[src/sv/rasmr_pkg.sv]
`timescale 1ns / 1ps
// ----------------------------------------------------------------------------
// rasmr_pkg
// Shared types and codes for the rational add / subtract / multiply block.
// ----------------------------------------------------------------------------
package rasmr_pkg;

	localparam int NUM_W = 33;
	localparam int DEN_W = 31;

	// opcodes
	localparam logic [1:0] OP_ADD = 2'd0;
	localparam logic [1:0] OP_SUB = 2'd1;
	localparam logic [1:0] OP_MUL = 2'd2;

	// multiplier steps
	localparam logic [1:0] MSTEP_P0  = 2'd0;
	localparam logic [1:0] MSTEP_P1  = 2'd1;
	localparam logic [1:0] MSTEP_DEN = 2'd2;

	// result selection
	localparam logic [1:0] OSEL_ZDEN = 2'd0;
	localparam logic [1:0] OSEL_ZNUM = 2'd1;
	localparam logic [1:0] OSEL_RES  = 2'd2;

	typedef struct packed {
		logic signed [NUM_W-1:0] result_num;
		logic [DEN_W-1:0]        result_den;
		logic                    div_zero;
	} rsp_t;

	typedef struct packed {
		logic       load;
		logic       mul_en;
		logic [1:0] mstep;
		logic       add_en;
		logic       gcd_init;
		logic       gcd_step;
		logic       shl_step;
		logic       div_init;
		logic       div_src_den;
		logic       div_step;
		logic       out_load;
		logic [1:0] out_sel;
	} cmd_t;

	typedef struct packed {
		logic den_zero;
		logic num_zero;
		logic gcd_eq;
		logic k_zero;
	} sts_t;

endpackage

[src/sv/rasmr_datapath.sv]
`timescale 1ns / 1ps
// ----------------------------------------------------------------------------
// rasmr_datapath
// Operand decode, shared multiplier, signed add, binary gcd and restoring
// divider, plus the result register.
// ----------------------------------------------------------------------------
module rasmr_datapath #(
	parameter int OPERAND_WIDTH = 16
) (
	input  logic                     clk,
	input  logic [1:0]               opcode,
	input  logic [OPERAND_WIDTH-1:0] arg_one,
	input  logic [OPERAND_WIDTH-1:0] arg_two,
	input  logic [OPERAND_WIDTH-1:0] arg_three,
	input  logic [OPERAND_WIDTH-1:0] arg_four,
	input  rasmr_pkg::cmd_t          cmd,
	output rasmr_pkg::sts_t          sts,
	output rasmr_pkg::rsp_t          rsp
);
	import rasmr_pkg::*;

	localparam int W  = OPERAND_WIDTH;
	localparam int MW = 2 * W;
	localparam int KW = $clog2(MW + 1);
	localparam int EW = (MW + 1 > NUM_W) ? MW + 1 : NUM_W;

	logic [1:0]    op_q;
	logic [W-1:0]  m1_q, m2_q, m3_q, m4_q;
	logic          s1_q, s2_q, s3_q, s4_q;
	logic [MW-1:0] p0_q, p1_q, p2_q;
	logic [MW-1:0] num_q, den_q;
	logic          neg_q;
	logic [MW-1:0] a_q, b_q;
	logic [KW-1:0] k_q;
	logic [MW-1:0] q_q, d_q, nq_q;
	logic [MW:0]   rem_q;
	rsp_t          rsp_q;

	logic [W-1:0]  mul_a, mul_b;
	logic [MW-1:0] prod;
	logic          is_mul, t0_neg, t1_neg, den_neg;
	logic [MW-1:0] sum_mag;
	logic          sum_neg;
	logic [MW:0]   div_sh, div_diff;
	logic          div_ge;
	logic [EW-1:0] n_ext, n_sgn, d_ext;

	assign is_mul = op_q[1];

	// multiplier operand selection
	always_comb begin
		mul_a = m2_q;
		mul_b = m4_q;
		case (cmd.mstep)
			MSTEP_P0: begin
				mul_a = m1_q;
				mul_b = is_mul ? m2_q : m4_q;
			end
			MSTEP_P1: begin
				mul_a = m3_q;
				mul_b = is_mul ? m4_q : m2_q;
			end
			default: begin
				mul_a = m2_q;
				mul_b = m4_q;
			end
		endcase
	end

	assign prod = MW'(mul_a) * MW'(mul_b);

	// product signs
	assign t0_neg  = s1_q ^ (is_mul ? s2_q : s4_q);
	assign t1_neg  = (s3_q ^ (is_mul ? s4_q : s2_q)) ^ (op_q == OP_SUB);
	assign den_neg = is_mul ? (s3_q ^ s4_q) : (s2_q ^ s4_q);

	// signed magnitude add of the two cross products
	always_comb begin
		if (t0_neg == t1_neg) begin
			sum_mag = p0_q + p1_q;
			sum_neg = t0_neg;
		end else if (p0_q >= p1_q) begin
			sum_mag = p0_q - p1_q;
			sum_neg = t0_neg;
		end else begin
			sum_mag = p1_q - p0_q;
			sum_neg = t1_neg;
		end
	end

	// restoring divider step
	assign div_sh   = {rem_q[MW-1:0], q_q[MW-1]};
	assign div_ge   = div_sh >= {1'b0, d_q};
	assign div_diff = div_sh - {1'b0, d_q};

	assign sts.den_zero = (den_q == '0);
	assign sts.num_zero = (num_q == '0);
	assign sts.gcd_eq   = (a_q == b_q) && a_q[0] && b_q[0];
	assign sts.k_zero   = (k_q == '0);

	// result formatting
	assign n_ext = EW'(nq_q);
	assign n_sgn = neg_q ? (~n_ext + EW'(1)) : n_ext;
	assign d_ext = EW'(q_q);

	always_ff @(posedge clk) begin
		// operand capture
		if (cmd.load) begin
			op_q <= opcode;
			s1_q <= arg_one[W-1];
			s2_q <= arg_two[W-1];
			s3_q <= arg_three[W-1];
			s4_q <= arg_four[W-1];
			m1_q <= arg_one[W-1]   ? (~arg_one + W'(1))   : arg_one;
			m2_q <= arg_two[W-1]   ? (~arg_two + W'(1))   : arg_two;
			m3_q <= arg_three[W-1] ? (~arg_three + W'(1)) : arg_three;
			m4_q <= arg_four[W-1]  ? (~arg_four + W'(1))  : arg_four;
		end
		// products
		if (cmd.mul_en) begin
			case (cmd.mstep)
				MSTEP_P0: p0_q <= prod;
				MSTEP_P1: p1_q <= prod;
				default:  p2_q <= prod;
			endcase
		end
		// numerator and denominator
		if (cmd.add_en) begin
			if (is_mul) begin
				num_q <= p0_q;
				den_q <= p1_q;
				neg_q <= t0_neg ^ den_neg;
			end else begin
				num_q <= sum_mag;
				den_q <= p2_q;
				neg_q <= sum_neg ^ den_neg;
			end
		end
		// binary gcd
		if (cmd.gcd_init) begin
			a_q <= num_q;
			b_q <= den_q;
			k_q <= '0;
		end else if (cmd.gcd_step) begin
			if (!a_q[0] && !b_q[0]) begin
				a_q <= a_q >> 1;
				b_q <= b_q >> 1;
				k_q <= k_q + KW'(1);
			end else if (!a_q[0]) begin
				a_q <= a_q >> 1;
			end else if (!b_q[0]) begin
				b_q <= b_q >> 1;
			end else if (a_q > b_q) begin
				a_q <= a_q - b_q;
			end else if (b_q > a_q) begin
				b_q <= b_q - a_q;
			end
		end else if (cmd.shl_step) begin
			a_q <= a_q << 1;
			k_q <= k_q - KW'(1);
		end
		// divider
		if (cmd.div_init) begin
			q_q   <= cmd.div_src_den ? den_q : num_q;
			rem_q <= '0;
			d_q   <= a_q;
			if (cmd.div_src_den) nq_q <= q_q;
		end else if (cmd.div_step) begin
			q_q   <= {q_q[MW-2:0], div_ge};
			rem_q <= div_ge ? div_diff : div_sh;
		end
		// result register
		if (cmd.out_load) begin
			case (cmd.out_sel)
				OSEL_ZDEN: begin
					rsp_q.result_num <= '0;
					rsp_q.result_den <= '0;
					rsp_q.div_zero   <= 1'b1;
				end
				OSEL_ZNUM: begin
					rsp_q.result_num <= '0;
					rsp_q.result_den <= DEN_W'(1);
					rsp_q.div_zero   <= 1'b0;
				end
				default: begin
					rsp_q.result_num <= n_sgn[NUM_W-1:0];
					rsp_q.result_den <= d_ext[DEN_W-1:0];
					rsp_q.div_zero   <= 1'b0;
				end
			endcase
		end
	end

	assign rsp = rsp_q;

endmodule

[src/sv/rasmr_ctrl.sv]
`timescale 1ns / 1ps
// ----------------------------------------------------------------------------
// rasmr_ctrl
// Sequencer: multiply steps, add, zero checks, gcd loop and shift-back, two
// divisions and the result handshake.
// ----------------------------------------------------------------------------
module rasmr_ctrl #(
	parameter int OPERAND_WIDTH = 16
) (
	input  logic            clk,
	input  logic            arst_n,
	input  logic            req_valid,
	output logic            req_stall,
	output logic            rsp_valid,
	input  logic            rsp_stall,
	input  rasmr_pkg::sts_t sts,
	output rasmr_pkg::cmd_t cmd
);
	import rasmr_pkg::*;

	localparam int MW = 2 * OPERAND_WIDTH;
	localparam int CW = $clog2(MW + 1);

	typedef enum logic [3:0] {
		ST_IDLE, ST_M0, ST_M1, ST_M2, ST_ADD, ST_CHK, ST_GCD, ST_SHL,
		ST_DIVN, ST_DINIT, ST_DIVD, ST_OUT
	} state_t;

	state_t        state_q;
	logic [CW-1:0] cnt_q;
	logic [1:0]    sel_q;
	logic          rsp_valid_q;
	logic          slot_free, cnt_last;

	assign slot_free = !rsp_valid_q || !rsp_stall;
	assign cnt_last  = (cnt_q == CW'(MW - 1));
	assign req_stall = (state_q != ST_IDLE);
	assign rsp_valid = rsp_valid_q;

	// command decode
	always_comb begin
		cmd = '0;
		cmd.out_sel = sel_q;
		unique case (state_q)
			ST_IDLE:  cmd.load = req_valid;
			ST_M0: begin
				cmd.mul_en = 1'b1;
				cmd.mstep  = MSTEP_P0;
			end
			ST_M1: begin
				cmd.mul_en = 1'b1;
				cmd.mstep  = MSTEP_P1;
			end
			ST_M2: begin
				cmd.mul_en = 1'b1;
				cmd.mstep  = MSTEP_DEN;
			end
			ST_ADD:   cmd.add_en = 1'b1;
			ST_CHK:   cmd.gcd_init = !sts.den_zero && !sts.num_zero;
			ST_GCD:   cmd.gcd_step = !sts.gcd_eq;
			ST_SHL: begin
				cmd.shl_step = !sts.k_zero;
				cmd.div_init = sts.k_zero;
			end
			ST_DIVN:  cmd.div_step = 1'b1;
			ST_DINIT: begin
				cmd.div_init    = 1'b1;
				cmd.div_src_den = 1'b1;
			end
			ST_DIVD:  cmd.div_step = 1'b1;
			ST_OUT:   cmd.out_load = slot_free;
			default:  cmd = '0;
		endcase
	end

	// state, counter and result valid
	always_ff @(posedge clk or negedge arst_n) begin
		if (!arst_n) begin
			state_q     <= ST_IDLE;
			cnt_q       <= '0;
			sel_q       <= OSEL_RES;
			rsp_valid_q <= 1'b0;
		end else begin
			// result valid: set on a new result, cleared on a transfer
			if (state_q == ST_OUT && slot_free) rsp_valid_q <= 1'b1;
			else if (!rsp_stall) rsp_valid_q <= 1'b0;
			unique case (state_q)
				ST_IDLE: if (req_valid) state_q <= ST_M0;
				ST_M0:   state_q <= ST_M1;
				ST_M1:   state_q <= ST_M2;
				ST_M2:   state_q <= ST_ADD;
				ST_ADD:  state_q <= ST_CHK;
				ST_CHK: begin
					if (sts.den_zero) begin
						sel_q   <= OSEL_ZDEN;
						state_q <= ST_OUT;
					end else if (sts.num_zero) begin
						sel_q   <= OSEL_ZNUM;
						state_q <= ST_OUT;
					end else begin
						sel_q   <= OSEL_RES;
						state_q <= ST_GCD;
					end
				end
				ST_GCD: if (sts.gcd_eq) state_q <= ST_SHL;
				ST_SHL: begin
					if (sts.k_zero) begin
						cnt_q   <= '0;
						state_q <= ST_DIVN;
					end
				end
				ST_DIVN: begin
					cnt_q <= cnt_q + CW'(1);
					if (cnt_last) state_q <= ST_DINIT;
				end
				ST_DINIT: begin
					cnt_q   <= '0;
					state_q <= ST_DIVD;
				end
				ST_DIVD: begin
					cnt_q <= cnt_q + CW'(1);
					if (cnt_last) state_q <= ST_OUT;
				end
				ST_OUT: begin
					if (slot_free) state_q <= ST_IDLE;
				end
				default: state_q <= ST_IDLE;
			endcase
		end
	end

endmodule

[src/sv/rational_add_sub_mul_reduce.sv]
`timescale 1ns / 1ps
// ----------------------------------------------------------------------------
// rational_add_sub_mul_reduce
// Rational add, subtract and multiply of four signed operands with the
// result reduced by the gcd of numerator and denominator.
// ----------------------------------------------------------------------------
// channel  handshake              payload
// req      req_valid / req_stall  opcode, arg_one .. arg_four
// rsp      rsp_valid / rsp_stall  rsp (result_num, result_den, div_zero)
//
// one item at a time: multiply steps, add, check, then a binary gcd loop
// and its shift-back, and two restoring divisions; zero cases skip gcd and
// division and go straight to the result.
// reset clears the sequencer and the result valid; no clearing pass.
// req_stall is high while an item is in work; a waiting result holds the
// sequencer only at the point where the next result is written.
// ----------------------------------------------------------------------------
module rational_add_sub_mul_reduce #(
	parameter int OPERAND_WIDTH = 16
) (
	input  logic                     clk,
	input  logic                     arst_n,
	input  logic                     req_valid,
	output logic                     req_stall,
	input  logic [1:0]               opcode,
	input  logic [OPERAND_WIDTH-1:0] arg_one,
	input  logic [OPERAND_WIDTH-1:0] arg_two,
	input  logic [OPERAND_WIDTH-1:0] arg_three,
	input  logic [OPERAND_WIDTH-1:0] arg_four,
	output logic                     rsp_valid,
	input  logic                     rsp_stall,
	output rasmr_pkg::rsp_t          rsp
);
	import rasmr_pkg::*;

	cmd_t cmd;
	sts_t sts;

	// sequencer
	rasmr_ctrl #(
		.OPERAND_WIDTH(OPERAND_WIDTH)
	) u_ctrl (
		.clk       (clk),
		.arst_n    (arst_n),
		.req_valid (req_valid),
		.req_stall (req_stall),
		.rsp_valid (rsp_valid),
		.rsp_stall (rsp_stall),
		.sts       (sts),
		.cmd       (cmd)
	);

	// arithmetic
	rasmr_datapath #(
		.OPERAND_WIDTH(OPERAND_WIDTH)
	) u_datapath (
		.clk       (clk),
		.opcode    (opcode),
		.arg_one   (arg_one),
		.arg_two   (arg_two),
		.arg_three (arg_three),
		.arg_four  (arg_four),
		.cmd       (cmd),
		.sts       (sts),
		.rsp       (rsp)
	);

endmodule

[config.mk]
export PLATFORM = sky130hd
export DESIGN_NAME = rational_add_sub_mul_reduce
export DESIGN_NICKNAME = d
export VERILOG_FILES = /design/src/sv/rasmr_pkg.sv /design/src/sv/rasmr_datapath.sv /design/src/sv/rasmr_ctrl.sv /design/src/sv/rational_add_sub_mul_reduce.sv
export SDC_FILE = /design/constraint.sdc
export NUM_CORES = 2
export LEC_CHECK = 0
export ABC_AREA = 1
export BUFFER_PORTS_ARGS = -buffer_cell sky130_fd_sc_hd__buf_4
export CAP_MARGIN = 40
export CORE_MARGIN = 2
export CORE_UTILIZATION = 40
export CTS_BUF_LIST = sky130_fd_sc_hd__clkbuf_16
export CTS_CLUSTER_SIZE = 14
export DETAILED_ROUTE_END_ITERATION = 16
export PLACE_DENSITY_LB_ADDON = 0.1
export SKIP_CTS_REPAIR_TIMING = 1
export SYNTH_ARGS = -nofsm -noshare
export SYNTH_HDL_FRONTEND = slang
export SYNTH_SLANG_ARGS = --single-unit
[constraint.sdc]
create_clock -name clk -period 12.6 [get_ports clk]
set_clock_uncertainty 0.05 [all_clocks]
set_input_delay 0 -clock clk [delete_from_list [all_inputs] [get_ports clk]]
set_output_delay 0 -clock clk [all_outputs]
set_load 0.02 [all_outputs]
Word level (Yosys, flattened, before mapping)
Cells that the tools add are included.

Register bits after elaboration: 507. Input port bits: 70. Logic and storage cells: 203. Output and inout port bits: 67.

Reduce and logical (&&, ||, !) cells: 40. $lt $le $gt $ge: 4. Bitwise logic cells: 13. Equality and inequality tests: 29. $add $sub $neg: 14. $mul: 1. Muxes and demuxes: 67.

Operator list (number): $mux W32 (22); $sub A32 B32 Y32 (5); $pmux W65 S2 (1); $add A16 B1 Y16 const B (4); $gt A32 B32 Y1 (2); $logic_not A32 Y1 (2); $not A16 Y16 (4); $pmux W16 S2 (2); $mux W15 (4); $pmux W4 S12 (1); $add A33 B1 Y33 const B (1); $ge A33 B32 Y1 (1); $mux W33 (1); $not A32 Y33 (1); $add A32 B32 Y32 (1); $eq A32 B32 Y1 (1); $ge A32 B32 Y1 (1); $mul A16 B16 Y32 (1); $mux W16 (2); $mux W4 (8); $mux W6 (4); $pmux W6 S3 (1); $eq A4 B3 Y1 const B (4); $eq A4 B4 Y1 const B (4); other kinds (32) (90).

Longest topological paths before layout
Depth after elaboration: 8. Gate-level depth with buffers: 36. Gate-level depth less buffers: 34.

By module
From an unflattened synthesis, not the netlist that was laid out.

Cells, all modules: 5748. Area total of the unflattened synthesis: 44067.3 um2.

By module, submodules not included: rasmr_datapath (cells an instance 5627, area each 43221.5 um2, sequential area each 14453.9 um2, instances 1); rasmr_ctrl (cells an instance 121, area each 845.8 um2, sequential area each 326.6 um2, instances 1).

Worst setup path after synthesis
Ideal clock, no wire load.

Path type: register -> register. Start point: register u_ctrl.state_q[0]. End point: register u_datapath.p0_q[18] (data pin). Arrival: 7809 ps. Setup time: 261 ps. Stages on the path, launching flop included: 29. Clock period less this slack: 8120 ps. Setup slack: 4480 ps. Path through: dfrtp_1 -> nand2_1 -> nor2_1 -> clkinv_1 -> buf_2 -> nor2_1 -> a221oi_1 -> inv_1 -> nor2_1 -> fa_1 -> inv_1 -> fa_1 -> fa_1 -> fa_1 -> inv_1 -> fa_1 -> inv_1 -> fa_1 -> inv_1 -> ha_1 -> nand2_1 -> nor2_1 -> nand2_1 -> o21ai_0 -> inv_1 -> o21bai_1 -> nand4_1 -> nand3_1 -> nand2_1.

Longest elaborated chain between the ends: 5.

Ends and longest elaborated chain: start, declared (line rasmr_ctrl.sv:29) `state_t state_q;`; start signal, assigned (line rasmr_ctrl.sv:79) `state_q <= ST_IDLE;`; start signal, assigned (line rasmr_ctrl.sv:88) `ST_IDLE: if (req_valid) state_q <= ST_M0;`; start signal, assigned (line rasmr_ctrl.sv:89) `ST_M0: state_q <= ST_M1;`; $eq A4 B2 Y1 or $eq A4 B1 Y1 (tied branches) (line rasmr_ctrl.sv:44) `unique case (state_q)`; $pmux W3 S3 (*) (line rasmr_ctrl.sv:44); $eq A2 B1 Y1 or $logic_not A2 Y1 (tied branches) (line rasmr_datapath.sv:54) `case (cmd.mstep)`; $pmux W16 S2 (line rasmr_datapath.sv:54); $mul A16 B16 Y32 (*) (line rasmr_datapath.sv:70) `assign prod = MW'(mul_a) * MW'(mul_b);`; via u_datapath.prod[18] (line rasmr_datapath.sv:40) `logic [MW-1:0] prod;`; end signal, assigned (line rasmr_datapath.sv:122) `MSTEP_P0: p0_q <= prod;`; end, declared (line rasmr_datapath.sv:30) `logic [MW-1:0] p0_q, p1_q, p2_q;`.

Mark *: on every way through the listed nets, which the timed path passes. The rest lies on a longest branch. A chain may end at the register's enable or synchronous reset.

Final worst setup path
Start point: register u_ctrl.state_q[3]. End point: register u_datapath.p1_q[28] (data pin).

Longest elaborated chain between the ends: 5.

Ends and longest elaborated chain: $eq A4 B2 Y1 or $eq A4 B1 Y1 (tied branches) (line rasmr_ctrl.sv:44); $pmux W3 S3 (*) (line rasmr_ctrl.sv:44); $eq A2 B1 Y1 or $logic_not A2 Y1 (tied branches) (line rasmr_datapath.sv:54); $pmux W16 S2 (line rasmr_datapath.sv:54); $mul A16 B16 Y32 (*) (line rasmr_datapath.sv:70); via u_datapath.prod[28] (line rasmr_datapath.sv:40); end signal, assigned (line rasmr_datapath.sv:123) `MSTEP_P1: p1_q <= prod;`; end, declared (line rasmr_datapath.sv:30).

Marks and branches as above.

==> flow_summary.json <==
{
  "routed_wl_um": 161000,
  "area_growth_pct": 12.4,
  "netlist_instances": 5947,
  "cp_data_arrival_time_ns": 8.85,
  "cts_tree": "done",
  "rr_worst_depth": 35,
  "pre_cts_ws_ns": 4.12,
  "synthAdderAreaFrac": 0.176,
  "yosysSeqAreaShare": 0.331,
  "die_h_um": 338,
  "via_per_inst": 5.18,
  "end_kind": "flop",
  "hold_violations": 0,
  "worstPathRequired_ns": 12.95,
  "place_hpwl_um": 129000,
  "hold_depth": 2,
  "avgSynthCellArea_um2": 7.52,
  "insertion_delay_ns": 0.69,
  "crit_fanout": 49,
  "fin_hold_ws_ns": 0.0385,
  "hold_path_class": "input pin to flop",
  "rrSetupSlack_ns": 4.10,
  "synthArstFlopShare": 0.0256,
  "clk_pin_slew_worst_paths_ns": 0.06,
  "wl_per_cell_um": 21.0,
  "post_synth_and_or_nand_nor_area_fraction": 0.258,
  "fmax_ghz": 0.118,
  "ios": 137,
  "fin_nets": 6729,
  "post-route-period-util": 0.675,
  "layout_commonest_cell": "nand2_1",
  "path_buf_inv": 12,
  "setup_viol": 0,
  "critPathKind": "flop to flop",
  "synth-edff-count": 456,
  "syn_area_um2": 44700,
  "grt_pass1_vias": 38700,
  "worst_slack_ns": 4.10,
  "grt_pass1_wl_um": 240000,
  "layout-drive-gt1-share": 0.0611,
  "grt_overflow": 0,
  "r2r_end": "u_datapath.p1_q[28]",
  "cp_common_cell": "inv_1",
  "rows": 122,
  "ctsLongestPathBuffers": 3,
  "synth_cell_types": 55,
  "slew_violations": 0,
  "ant_nets": 0,
  "status": "finished clean",
  "htree_levels": 2,
  "num_vias": 39900,
  "post-route-min-period_ns": 8.50,
  "synth_xor_area_frac": 0.0359,
  "ys.flop_type": "edfxtp_1",
  "hold_path.startpoint": "arg_one[0]",
  "tightestPinTransition_ns": 0.944,
  "cts-root-buf": "clkbuf_16",
  "cts_num_sinks": 507,
  "crit_cells": 35,
  "fin_tns_setup_ns": 0,
  "slew_headroom": 0.364,
  "die_w_um": 338,
  "cts_buffers": 58,
  "min_to": "u_datapath.m1_q[0]",
  "rsz0062_at_grt": "false",
  "worstReg2RegStart": "u_ctrl.state_q[3]",
  "track_usage": 0.275,
  "place_congestion": 0.993,
  "dr.pass1.iters": 6,
  "final_cell_mix": "nand2_1 (1,760), inv_1 (989), nor2_1 (588)",
  "synth_mux_area_frac": 0,
  "maxCapViolCount": 0,
  "grt_max_degree": 71,
  "ys_warn_count": 0,
  "start_util": 0.403,
  "syn_nets": 6524,
  "synth_compound_area_frac": 0.0952,
  "die_area_um2": 114000,
  "synth_top_family_by_area": "simple AND/OR/NAND/NOR gates",
  "drcViolationCount": 0,
  "dr.first_iter.drc_count": 3354,
  "cpPeakStageDelay_ns": 0.60,
  "diodes": 0,
  "cpMaxStageDelayCell": "buf_4",
  "antenna_found_initial": 5,
  "ys_ff_latch": 507,
  "core_um2": 111000,
  "portBuffers": 136,
  "crit_family": "adder cells",
  "crit_path_start_kind": "flop"
}
==> routing by layer <==
layer	part of all wire	routed length, um	vias up	GRT usage
met1	0.44	70400	19200	0.370
met4	0.037	5940	0	0.0961
met5	0	0	-	0
met2	0.47	76100	1193	0.462
met3	0.055	8940	240	0.0279
li1	-	-	19300	-
==> final cells by class <==
class	instances	area, um2
sequential	507	14800
fill	11500	60600
multi-input combinational	4266	25300
clock buffer	59	1480
timing repair buffer	309	2660
tap	1488	1860
clock inverter	50	335
inverter	1010	3800
==> stage by stage <==
step / utilization / area, um2 / std cells
after global placement: 0.425 / 47100 / 7449
after global routing: 0.453 / 50200 / 7689
final: 0.453 / 50200 / 7689
after CTS: 0.443 / 49100 / 7573
after floorplan: - / 44700 / 5947
after detailed placement: 0.427 / 47300 / 7464
==> cells by family (layout without fill, tap and decap cells) <==
group | after synthesis | after routing
AND/OR/NAND/NOR | 2826 | 2826
XOR/XNOR | 183 | 183
buffers and inverters | 1174 | 1428
flip-flops | 507 | 507
adder cells (fa/ha/maj) | 507 | 507
AO/OA/AOI/OAI | 750 | 750
==> cell usage after synthesis, types with 20 or more instances <==
cell,count,share of area
xnor2_1,44,0.0086
inv_2,25,0.0021
nand3_1,217,0.024
nor2_1,596,0.050
edfxtp_1,456,0.31
ha_1,306,0.086
nand2_1,1760,0.15
fa_1,201,0.090
nor3_1,67,0.0075
nand4_1,53,0.0074
nand3b_1,57,0.0096
xor2_1,139,0.027
inv_1,979,0.082
o21ai_1,43,0.0048
a21o_1,20,0.0034
o21ai_0,249,0.028
a21oi_1,303,0.034
nor4_1,22,0.0031
clkbuf_1,49,0.0041
o21bai_1,24,0.0040
buf_2,83,0.0093
o211ai_1,34,0.0057
dfxtp_1,38,0.017
==> sequential cells by signal (all words and copies together) (netlist names), 6 cells and up <==
signal	count
u_ctrl.cnt_q	6
u_datapath.a_q	32
u_datapath.b_q	32
u_datapath.d_q	32
u_datapath.den_q	32
u_datapath.k_q	6
u_datapath.m1_q	16
u_datapath.m2_q	16
u_datapath.m3_q	16
u_datapath.m4_q	16
u_datapath.nq_q	32
u_datapath.num_q	32
u_datapath.p0_q	32
u_datapath.p1_q	32
u_datapath.p2_q	32
u_datapath.q_q	32
u_datapath.rem_q	32
u_datapath.rsp	65
==> worst max-delay path by stage <==
stage	start	to
4_1_cts	u_ctrl.state_q[3]	u_datapath.p2_q[28]
3_5_place_dp	u_ctrl.state_q[3]	u_datapath.p0_q[28]
3_3_place_gp	u_ctrl.state_q[0]	u_datapath.p0_q[18]
5_1_grt	u_ctrl.state_q[3]	u_datapath.p1_q[28]
2_1_floorplan	u_ctrl.state_q[0]	u_datapath.p0_q[18]
6_report	u_ctrl.state_q[3]	u_datapath.p1_q[28]
Power is left out: the tool's default activity adds up to more than one toggle a clock period on the data nets, which glitch-free logic cannot reach.
